==> src/design/heu_pkg.sv <==
// heu_pkg: shared types, byte codes and prefix tables of the HTML entity unescaper.
// No dependencies; imported by every module of the block.
package heu_pkg;

    localparam int JOB_DEPTH = 4;  // default depth of the job queue

    localparam logic [7:0] CH_AMP  = 8'h26;  // '&'
    localparam logic [7:0] CH_SEMI = 8'h3B;  // ';'
    localparam logic [7:0] CH_LT   = 8'h3C;  // '<'
    localparam logic [7:0] CH_GT   = 8'h3E;  // '>'
    localparam logic [7:0] CH_A    = 8'h61;
    localparam logic [7:0] CH_G    = 8'h67;
    localparam logic [7:0] CH_L    = 8'h6C;
    localparam logic [7:0] CH_M    = 8'h6D;
    localparam logic [7:0] CH_P    = 8'h70;
    localparam logic [7:0] CH_T    = 8'h74;

    // match progress, one state per held prefix
    typedef enum logic [8:0] {
        ST_IDLE  = 9'b0_0000_0001,
        ST_AMP   = 9'b0_0000_0010,  // "&"
        ST_A     = 9'b0_0000_0100,  // "&a"
        ST_AM    = 9'b0_0000_1000,  // "&am"
        ST_AMP_P = 9'b0_0001_0000,  // "&amp"
        ST_G     = 9'b0_0010_0000,  // "&g"
        ST_GT    = 9'b0_0100_0000,  // "&gt"
        ST_L     = 9'b0_1000_0000,  // "&l"
        ST_LT    = 9'b1_0000_0000   // "&lt"
    } t_prog;

    // one unit of back-end work: flush a prefix, then maybe one more byte
    typedef struct packed {
        t_prog      prefix;     // prefix to replay, ST_IDLE for none
        logic       has_extra;  // one byte follows the prefix
        logic [7:0] extra;
        logic       last;       // work closes the stream
    } t_job;

    function automatic logic [2:0] prefix_len(input t_prog p);
        logic [2:0] n;
        case (p)
            ST_AMP:                       n = 3'd1;
            ST_A, ST_G, ST_L:             n = 3'd2;
            ST_AM, ST_GT, ST_LT:          n = 3'd3;
            ST_AMP_P:                     n = 3'd4;
            default:                      n = 3'd0;
        endcase
        return n;
    endfunction

    function automatic logic [7:0] prefix_byte(input t_prog p, input logic [1:0] k);
        logic [7:0] b;
        case (k)
            2'd0: b = CH_AMP;
            2'd1: begin
                if (p inside {ST_A, ST_AM, ST_AMP_P}) b = CH_A;
                else if (p inside {ST_G, ST_GT})      b = CH_G;
                else                                  b = CH_L;
            end
            2'd2: b = (p inside {ST_AM, ST_AMP_P}) ? CH_M : CH_T;
            default: b = CH_P;
        endcase
        return b;
    endfunction

endpackage

==> src/design/html_entity_unescape_core.sv <==
// html_entity_unescape_core: streaming decoder of &amp; &gt; &lt; into & > <.
// Depends on heu_pkg, heu_front, heu_job_fifo, heu_back.
//
//  channel  | handshake        | payload
//  ---------+------------------+-------------------------------------------
//  input    | push / full      | i_in_byte[7:0], i_in_last
//  result   | empty / pop      | o_out_byte[7:0], o_run_last, o_stream_last
//
// Cycles: the front takes one word per cycle while the job queue has room.
// The back emits one result word per cycle while the output register is free or
// popped; a byte yields 1 word for plain text, up to 5 for a broken "&amp", none
// while a match grows. Words pass the job queue, then the output register.
// Reset (synchronous, active low) empties queue and output register; matcher idles.
// full follows the job queue only; a stalled pop fills the queue, then stalls push.
module html_entity_unescape_core
    import heu_pkg::*;
#(
    parameter int JOB_QUEUE_DEPTH = JOB_DEPTH
) (
    input  logic       i_clk,
    input  logic       i_rst_n,
    input  logic       push,
    output logic       full,
    input  logic [7:0] i_in_byte,
    input  logic       i_in_last,
    output logic       empty,
    input  logic       pop,
    output logic [7:0] o_out_byte,
    output logic       o_run_last,
    output logic       o_stream_last
);

    // front to queue
    t_job f_job;
    logic f_push;
    logic q_full;
    // queue to back
    t_job q_job;
    logic q_valid;
    logic q_pop;

    // matcher: tracks the partial entity and turns each word into at most one job
    heu_front u_front (
        .i_clk      (i_clk),
        .i_rst_n    (i_rst_n),
        .i_push     (push),
        .i_in_byte  (i_in_byte),
        .i_in_last  (i_in_last),
        .i_q_full   (q_full),
        .o_full     (full),
        .o_job_push (f_push),
        .o_job      (f_job)
    );

    // decouples the matcher from multi-word flushes
    heu_job_fifo #(
        .DEPTH (JOB_QUEUE_DEPTH)
    ) u_queue (
        .i_clk   (i_clk),
        .i_rst_n (i_rst_n),
        .i_push  (f_push),
        .i_job   (f_job),
        .o_full  (q_full),
        .o_valid (q_valid),
        .o_job   (q_job),
        .i_pop   (q_pop)
    );

    // replays prefix bytes and the trailing byte through the output register
    heu_back u_back (
        .i_clk         (i_clk),
        .i_rst_n       (i_rst_n),
        .i_job_valid   (q_valid),
        .i_job         (q_job),
        .o_job_pop     (q_pop),
        .o_empty       (empty),
        .i_pop         (pop),
        .o_out_byte    (o_out_byte),
        .o_run_last    (o_run_last),
        .o_stream_last (o_stream_last)
    );

    a_stream_run: assert property (@(posedge i_clk) disable iff (!i_rst_n)
        (!empty && o_stream_last) |-> o_run_last)
        else $error("stream end not at end of run");

endmodule

==> src/design/heu_front.sv <==
// heu_front: match tracker; classifies each input byte into at most one back-end job.
// Depends on heu_pkg.
module heu_front
    import heu_pkg::*;
(
    input  logic       i_clk,
    input  logic       i_rst_n,
    input  logic       i_push,
    input  logic [7:0] i_in_byte,
    input  logic       i_in_last,
    input  logic       i_q_full,
    output logic       o_full,
    output logic       o_job_push,
    output t_job       o_job
);

    t_prog r_state;
    t_prog n_state;
    t_job  job;
    logic  brk;
    logic  accept;

    always_comb begin
        n_state       = ST_IDLE;
        brk           = 1'b0;
        job.prefix    = ST_IDLE;
        job.has_extra = 1'b0;
        job.extra     = i_in_byte;
        job.last      = i_in_last;
        unique case (r_state)
            ST_AMP: begin
                if (i_in_byte == CH_A)      n_state = ST_A;
                else if (i_in_byte == CH_G) n_state = ST_G;
                else if (i_in_byte == CH_L) n_state = ST_L;
                else                        brk = 1'b1;
            end
            ST_A:  if (i_in_byte == CH_M) n_state = ST_AM; else brk = 1'b1;
            ST_AM: if (i_in_byte == CH_P) n_state = ST_AMP_P; else brk = 1'b1;
            ST_G:  if (i_in_byte == CH_T) n_state = ST_GT; else brk = 1'b1;
            ST_L:  if (i_in_byte == CH_T) n_state = ST_LT; else brk = 1'b1;
            ST_AMP_P, ST_GT, ST_LT: begin
                if (i_in_byte == CH_SEMI) begin
                    job.has_extra = 1'b1;
                    job.extra     = (r_state == ST_AMP_P) ? CH_AMP :
                                    (r_state == ST_GT) ? CH_GT : CH_LT;
                end else begin
                    brk = 1'b1;
                end
            end
            default: begin  // idle
                if (i_in_byte == CH_AMP) n_state = ST_AMP;
                else                     job.has_extra = 1'b1;
            end
        endcase
        if (brk) begin
            job.prefix = r_state;
            if (i_in_byte == CH_AMP) n_state = ST_AMP;
            else                     job.has_extra = 1'b1;
        end
        // last byte with a match still open: the held prefix plus this byte
        if (i_in_last && n_state != ST_IDLE) begin
            job.prefix    = r_state;
            job.has_extra = 1'b1;
            job.extra     = i_in_byte;
            n_state       = ST_IDLE;
        end
    end

    assign o_full     = i_q_full;
    assign accept     = i_push && !i_q_full;
    assign o_job      = job;
    assign o_job_push = accept && (job.has_extra || job.prefix != ST_IDLE);

    always_ff @(posedge i_clk) begin
        if (!i_rst_n) begin
            r_state <= ST_IDLE;
        end else if (accept) begin
            r_state <= n_state;
        end
    end

    a_last_idle: assert property (@(posedge i_clk) disable iff (!i_rst_n)
        (accept && i_in_last) |=> (r_state == ST_IDLE))
        else $error("match held past last byte");

    a_last_job: assert property (@(posedge i_clk) disable iff (!i_rst_n)
        (accept && i_in_last) |-> o_job_push)
        else $error("last byte produced no job");

endmodule

==> src/design/heu_job_fifo.sv <==
// heu_job_fifo: short queue of jobs between the front and back ends.
// Depends on heu_pkg.
module heu_job_fifo
    import heu_pkg::*;
#(
    parameter int DEPTH = JOB_DEPTH
) (
    input  logic i_clk,
    input  logic i_rst_n,
    input  logic i_push,
    input  t_job i_job,
    output logic o_full,
    output logic o_valid,
    output t_job o_job,
    input  logic i_pop
);

    localparam int AW = (DEPTH > 1) ? $clog2(DEPTH) : 1;
    localparam int CW = $clog2(DEPTH + 1);

    t_job          r_mem [DEPTH];
    logic [AW-1:0] r_wr;
    logic [AW-1:0] r_rd;
    logic [CW-1:0] r_count;
    logic          do_push;
    logic          do_pop;

    assign o_full  = (r_count == CW'(DEPTH));
    assign o_valid = (r_count != '0);
    assign o_job   = r_mem[r_rd];
    assign do_push = i_push && !o_full;
    assign do_pop  = i_pop && o_valid;

    always_ff @(posedge i_clk) begin
        if (do_push) begin
            r_mem[r_wr] <= i_job;
        end
    end

    always_ff @(posedge i_clk) begin
        if (!i_rst_n) begin
            r_wr    <= '0;
            r_rd    <= '0;
            r_count <= '0;
        end else begin
            if (do_push) r_wr <= (r_wr == AW'(DEPTH - 1)) ? '0 : r_wr + 1'b1;
            if (do_pop)  r_rd <= (r_rd == AW'(DEPTH - 1)) ? '0 : r_rd + 1'b1;
            case ({do_push, do_pop})
                2'b10:   r_count <= r_count + 1'b1;
                2'b01:   r_count <= r_count - 1'b1;
                default: r_count <= r_count;
            endcase
        end
    end

    a_no_overflow: assert property (@(posedge i_clk) disable iff (!i_rst_n)
        !(i_push && o_full))
        else $error("job pushed into full queue");

endmodule

==> src/design/heu_back.sv <==
// heu_back: replays one job a byte per cycle into the output register, while it is free or popped.
// Depends on heu_pkg.
module heu_back
    import heu_pkg::*;
(
    input  logic       i_clk,
    input  logic       i_rst_n,
    input  logic       i_job_valid,
    input  t_job       i_job,
    output logic       o_job_pop,
    output logic       o_empty,
    input  logic       i_pop,
    output logic [7:0] o_out_byte,
    output logic       o_run_last,
    output logic       o_stream_last
);

    logic [2:0] r_idx;
    logic [2:0] plen;
    logic [2:0] jlen;
    logic       emit;
    logic       fin;
    logic [7:0] cur;
    logic       r_ovalid;
    logic [7:0] r_obyte;
    logic       r_orun;
    logic       r_ostream;

    assign plen = prefix_len(i_job.prefix);
    assign jlen = plen + {2'b00, i_job.has_extra};
    assign emit = i_job_valid && (!r_ovalid || i_pop);
    assign fin  = (r_idx == jlen - 3'd1);
    assign cur  = (r_idx < plen) ? prefix_byte(i_job.prefix, r_idx[1:0]) : i_job.extra;

    assign o_job_pop     = emit && fin;
    assign o_empty       = !r_ovalid;
    assign o_out_byte    = r_obyte;
    assign o_run_last    = r_orun;
    assign o_stream_last = r_ostream;

    always_ff @(posedge i_clk) begin
        if (emit) begin
            r_obyte   <= cur;
            r_orun    <= fin;
            r_ostream <= fin && i_job.last;
        end
    end

    always_ff @(posedge i_clk) begin
        if (!i_rst_n) begin
            r_idx    <= '0;
            r_ovalid <= 1'b0;
        end else begin
            if (emit) begin
                r_idx    <= fin ? 3'd0 : r_idx + 3'd1;
                r_ovalid <= 1'b1;
            end else if (i_pop) begin
                r_ovalid <= 1'b0;
            end
        end
    end

    a_idx_range: assert property (@(posedge i_clk) disable iff (!i_rst_n)
        i_job_valid |-> (r_idx < jlen))
        else $error("replay index past job length");

    a_mid_job: assert property (@(posedge i_clk) disable iff (!i_rst_n)
        (r_idx != 3'd0) |-> i_job_valid)
        else $error("job left queue mid replay");

endmodule

==> config.mk <==
export PLATFORM = sky130hd
export DESIGN_NAME = html_entity_unescape_core
export DESIGN_NICKNAME = d
export VERILOG_FILES = /design/src/design/heu_pkg.sv /design/src/design/html_entity_unescape_core.sv /design/src/design/heu_front.sv /design/src/design/heu_job_fifo.sv /design/src/design/heu_back.sv
export SDC_FILE = /design/constraint.sdc
export NUM_CORES = 1
export LEC_CHECK = 0
export ABC_AREA = 1
export BUFFER_PORTS_ARGS = -buffer_cell sky130_fd_sc_hd__buf_2
export CORE_MARGIN = 5
export CORE_UTILIZATION = 45
export DETAILED_ROUTE_END_ITERATION = 6
export MAX_ROUTING_LAYER = met4
export PLACE_DENSITY = 0.6
export SYNTH_ARGS = -nofsm -noshare
export SYNTH_HDL_FRONTEND = slang
export SYNTH_SLANG_ARGS = --single-unit
export TNS_END_PERCENT = 1
==> constraint.sdc <==
create_clock -name i_clk -period 8.6 [get_ports i_clk]
set_input_delay 1.72 -clock i_clk [delete_from_list [all_inputs] [get_ports i_clk]]
set_output_delay 1.72 -clock i_clk [all_outputs]
set_load 0.02 [all_outputs]
==> results.json <==
{
  "io_pins": 25,
  "tns_ps": 0,
  "n_fill_cell": 1016,
  "gr-usage-met3": 0.03438,
  "drive_above_1_share": 0.1392,
  "portBuffers": 24,
  "rrSetupSlack_ps": 4210,
  "clock_sinks": 108,
  "cp.arrival_ps": 4630,
  "syn_avg_cell_area_sq_um": 9.425,
  "met1_usage": 0.2173,
  "synth-seq-cells": 108,
  "syn-cell-area_sq_um": 5288,
  "grt_max_degree": 40,
  "viasPerCell": 5.165,
  "diodes": 0,
  "area_delta_synth_final_pct": 10.15,
  "fp.dieW_um": 118.4,
  "clk_pin_slew_worst_paths_ps": 70,
  "tightest_slew_ps": 808.1,
  "ant_nets": 0,
  "startpoint_type": "register",
  "cp.required_ps": 8840,
  "hp-class": "register to register",
  "synth_edf_count": 86,
  "vias": 3781,
  "synth.largest_area_cell": "edfxtp_1",
  "gr-max-usage-layer": "met2",
  "antenna_found_initial": 0,
  "root_buffer": "clkbuf_16",
  "yosysWarnings": 0,
  "slew_viol_final": 0,
  "die_h_um": 118.4,
  "setup_viol": 0,
  "grt_usage": 0.1692,
  "path_max_fanout": 39,
  "fin_crit_ps": 4390,
  "path_class": "register to register",
  "fmax_ghz": 0.2278,
  "insertion_delay_ps": 350,
  "design_area_sq_um": 5824,
  "grt_pass1_wl_um": 18160,
  "dpl.hpwl_um": 7713,
  "status": "complete, no violations",
  "nets": 613,
  "slew_headroom": 0.4605,
  "h-tree-depth": 3,
  "num_rows": 39,
  "ys.flop_type": "edfxtp_1",
  "cts_tree": "built",
  "yosys-top-cells-area": "edfxtp_1, nand2_1, dfxtp_1",
  "firstDrtPassIters": 5,
  "clock_skew_ps": 12.14,
  "worst_r2r_path_depth": 23,
  "hold_depth": 1,
  "core_sq_um": 11470,
  "grt_pass1_vias": 3581,
  "hold_path.startpoint": "u_queue.r_count[0]",
  "hold_viol": 0,
  "cts_buffers": 9,
  "place_congestion": 1.101,
  "post-route-period-util": 0.5104,
  "drv_cap": 0,
  "yosysSeqAreaShare": 0.5717,
  "grt-ovfl-total": 0,
  "synth_cells": 561,
  "post_cts_buffers": 0,
  "min_to": "u_queue.r_count[0]",
  "r2r_end": "u_queue.r_count[2]",
  "yosysUniqueCellTypes": 39,
  "place_area_sq_um": 5525,
  "route.detailed.drc": 0,
  "drt_iter0_markers": 313,
  "avgRoutedWirePerCell_um": 15.23,
  "gr-usage-met2": 0.2598,
  "crit_path_end_kind": "register",
  "die_area_sq_um": 14020,
  "p_leak_uw": 0.002358,
  "powerDensity_nw_per_um2": 303.5,
  "syn_nets": 590,
  "start_util": 0.4611,
  "rsz0062_at_grt": "no",
  "yosysTopAreaCellShare": 0.4884,
  "finalWirelength_um": 11150,
  "cts_hold_buffers": 0,
  "peakVddDrop_mv": 0.2843,
  "async_flop_share": 0,
  "cts_resized": 0,
  "clock_path_buffers": 2
}
area by class of cell:
type                       count  area [sq um]  area share
clock buffer                   9         225.2     0.03867
clock inverter                 7         73.82     0.01267
inverter                      60         227.7     0.03910
multi-input combinational    375          1931      0.3315
sequential                   108          3023      0.5190
tap                          143         178.9     0.03072
timing repair buffer          30         165.2     0.02836
metrics by stage:
stage,utilization,hold slack (ps),cells,setup WS [ps],power [uW]
floorplan,-,422.4,561,4500,1218
global placement,0.4818,437.9,716,4259,1359
detailed placement,0.4818,447.8,716,4207,1368
CTS,0.5079,463.4,732,4182,1782
global route,0.5079,496.7,732,3718,1899
finish,0.5079,461.1,732,4210,1768
worst max-delay path, cell delays in order (launching register included):
cell	delay, ps
dfxtp_1	310
buf_4	370
inv_2	370
nand2_1	150
nand3_1	110
nand2_1	150
nand2_2	110
nor2_8	130
nand3_1	140
nand4_2	130
inv_1	50
ha_1	190
ha_1	280
xnor2_1	130
a21oi_1	220
nand3_2	160
inv_2	120
ha_1	150
inv_1	70
fa_1	430
a21oi_1	150
o21ai_0	110
o21ai_0	150
a21oi_1	60
power by group:
group	switching [uW]	internal (uW)
clock	188	227
sequential	37.9	664
combinational	451	200
total	677	1090
cells by family (layout without fill, tap and decap cells):
kind of cell	count (synthesis)	in the layout	share of synthesized area
xor+xnor	4	4	0.008047
flops	108	108	0.5717
fa+ha+maj	16	16	0.03928
buf+inv	78	106	0.06318
compound gates	70	70	0.07359
simple gates	285	285	0.2442
flip-flops by register name, indices dropped and copies added, names as in the netlist, 2 cells and up, named ones only:
| signal | cells |
|---|---|
| u_front.r_state | 9 |
| u_back.o_out_byte | 8 |
| u_queue.r_mem | 76 |
| u_back.r_idx | 3 |
| u_queue.r_rd | 2 |
| u_queue.r_wr | 2 |
| u_queue.r_count | 3 |
worst max path at each step:
stage | from | end | slack [ps] | cells after the start
global placement | register | u_queue.r_count[2] | 4260 | 22
detailed placement | register | u_queue.r_count[2] | 4210 | 23
CTS | register | u_queue.r_count[2] | 4180 | 23
finish | register | u_queue.r_count[2] | 4210 | 23
floorplan | pop | u_queue.r_count[2] | 4500 | 11
global route | register | u_queue.r_count[2] | 3720 | 23
cells in the final DEF, fill, tap and decap left out, types with 2 or more instances in the layout:
cell | netlist | final
nand2_1 | 122 | 122
edfxtp_1 | 86 | 86
nor2_1 | 72 | 72
inv_1 | 52 | 52
nand3_1 | 52 | 52
a21oi_1 | 30 | 30
o21ai_0 | 25 | 25
buf_2 | 1 | 24
dfxtp_1 | 22 | 22
ha_1 | 15 | 15
nand2_2 | 9 | 9
clkbuf_16 | 0 | 9
inv_2 | 7 | 7
nor3_1 | 7 | 7
nand3_2 | 6 | 6
o22ai_1 | 6 | 6
nand4_1 | 6 | 6
buf_4 | 2 | 6
nor2_2 | 3 | 3
o21ai_1 | 3 | 3
xor2_1 | 2 | 2
a32o_1 | 2 | 2
inv_6 | 0 | 2
clkinv_2 | 0 | 2
synthesized netlist by cell type (2+ instances only):
master and n:
dfxtp_1 22, inv_2 7, buf_6 4, buf_4 2, nand2_2 9, ha_1 15
edfxtp_1 86, nand4_1 6, nor3_1 7, a21oi_1 30, o21ai_0 25, xor2_1 2
o22ai_1 6, clkbuf_1 11, nand2_1 122, nor2_2 3, nand3_2 6, o21ai_1 3
nand3_1 52, inv_1 52, a32o_1 2, nor2_1 72
per-layer routing:
layer  routed length, um  share of wire
met2                5252           0.47
met4                 274          0.025
met3                 444          0.040
met1                5178           0.46
met5                   0              0
(Power assumes the default switching activity.)
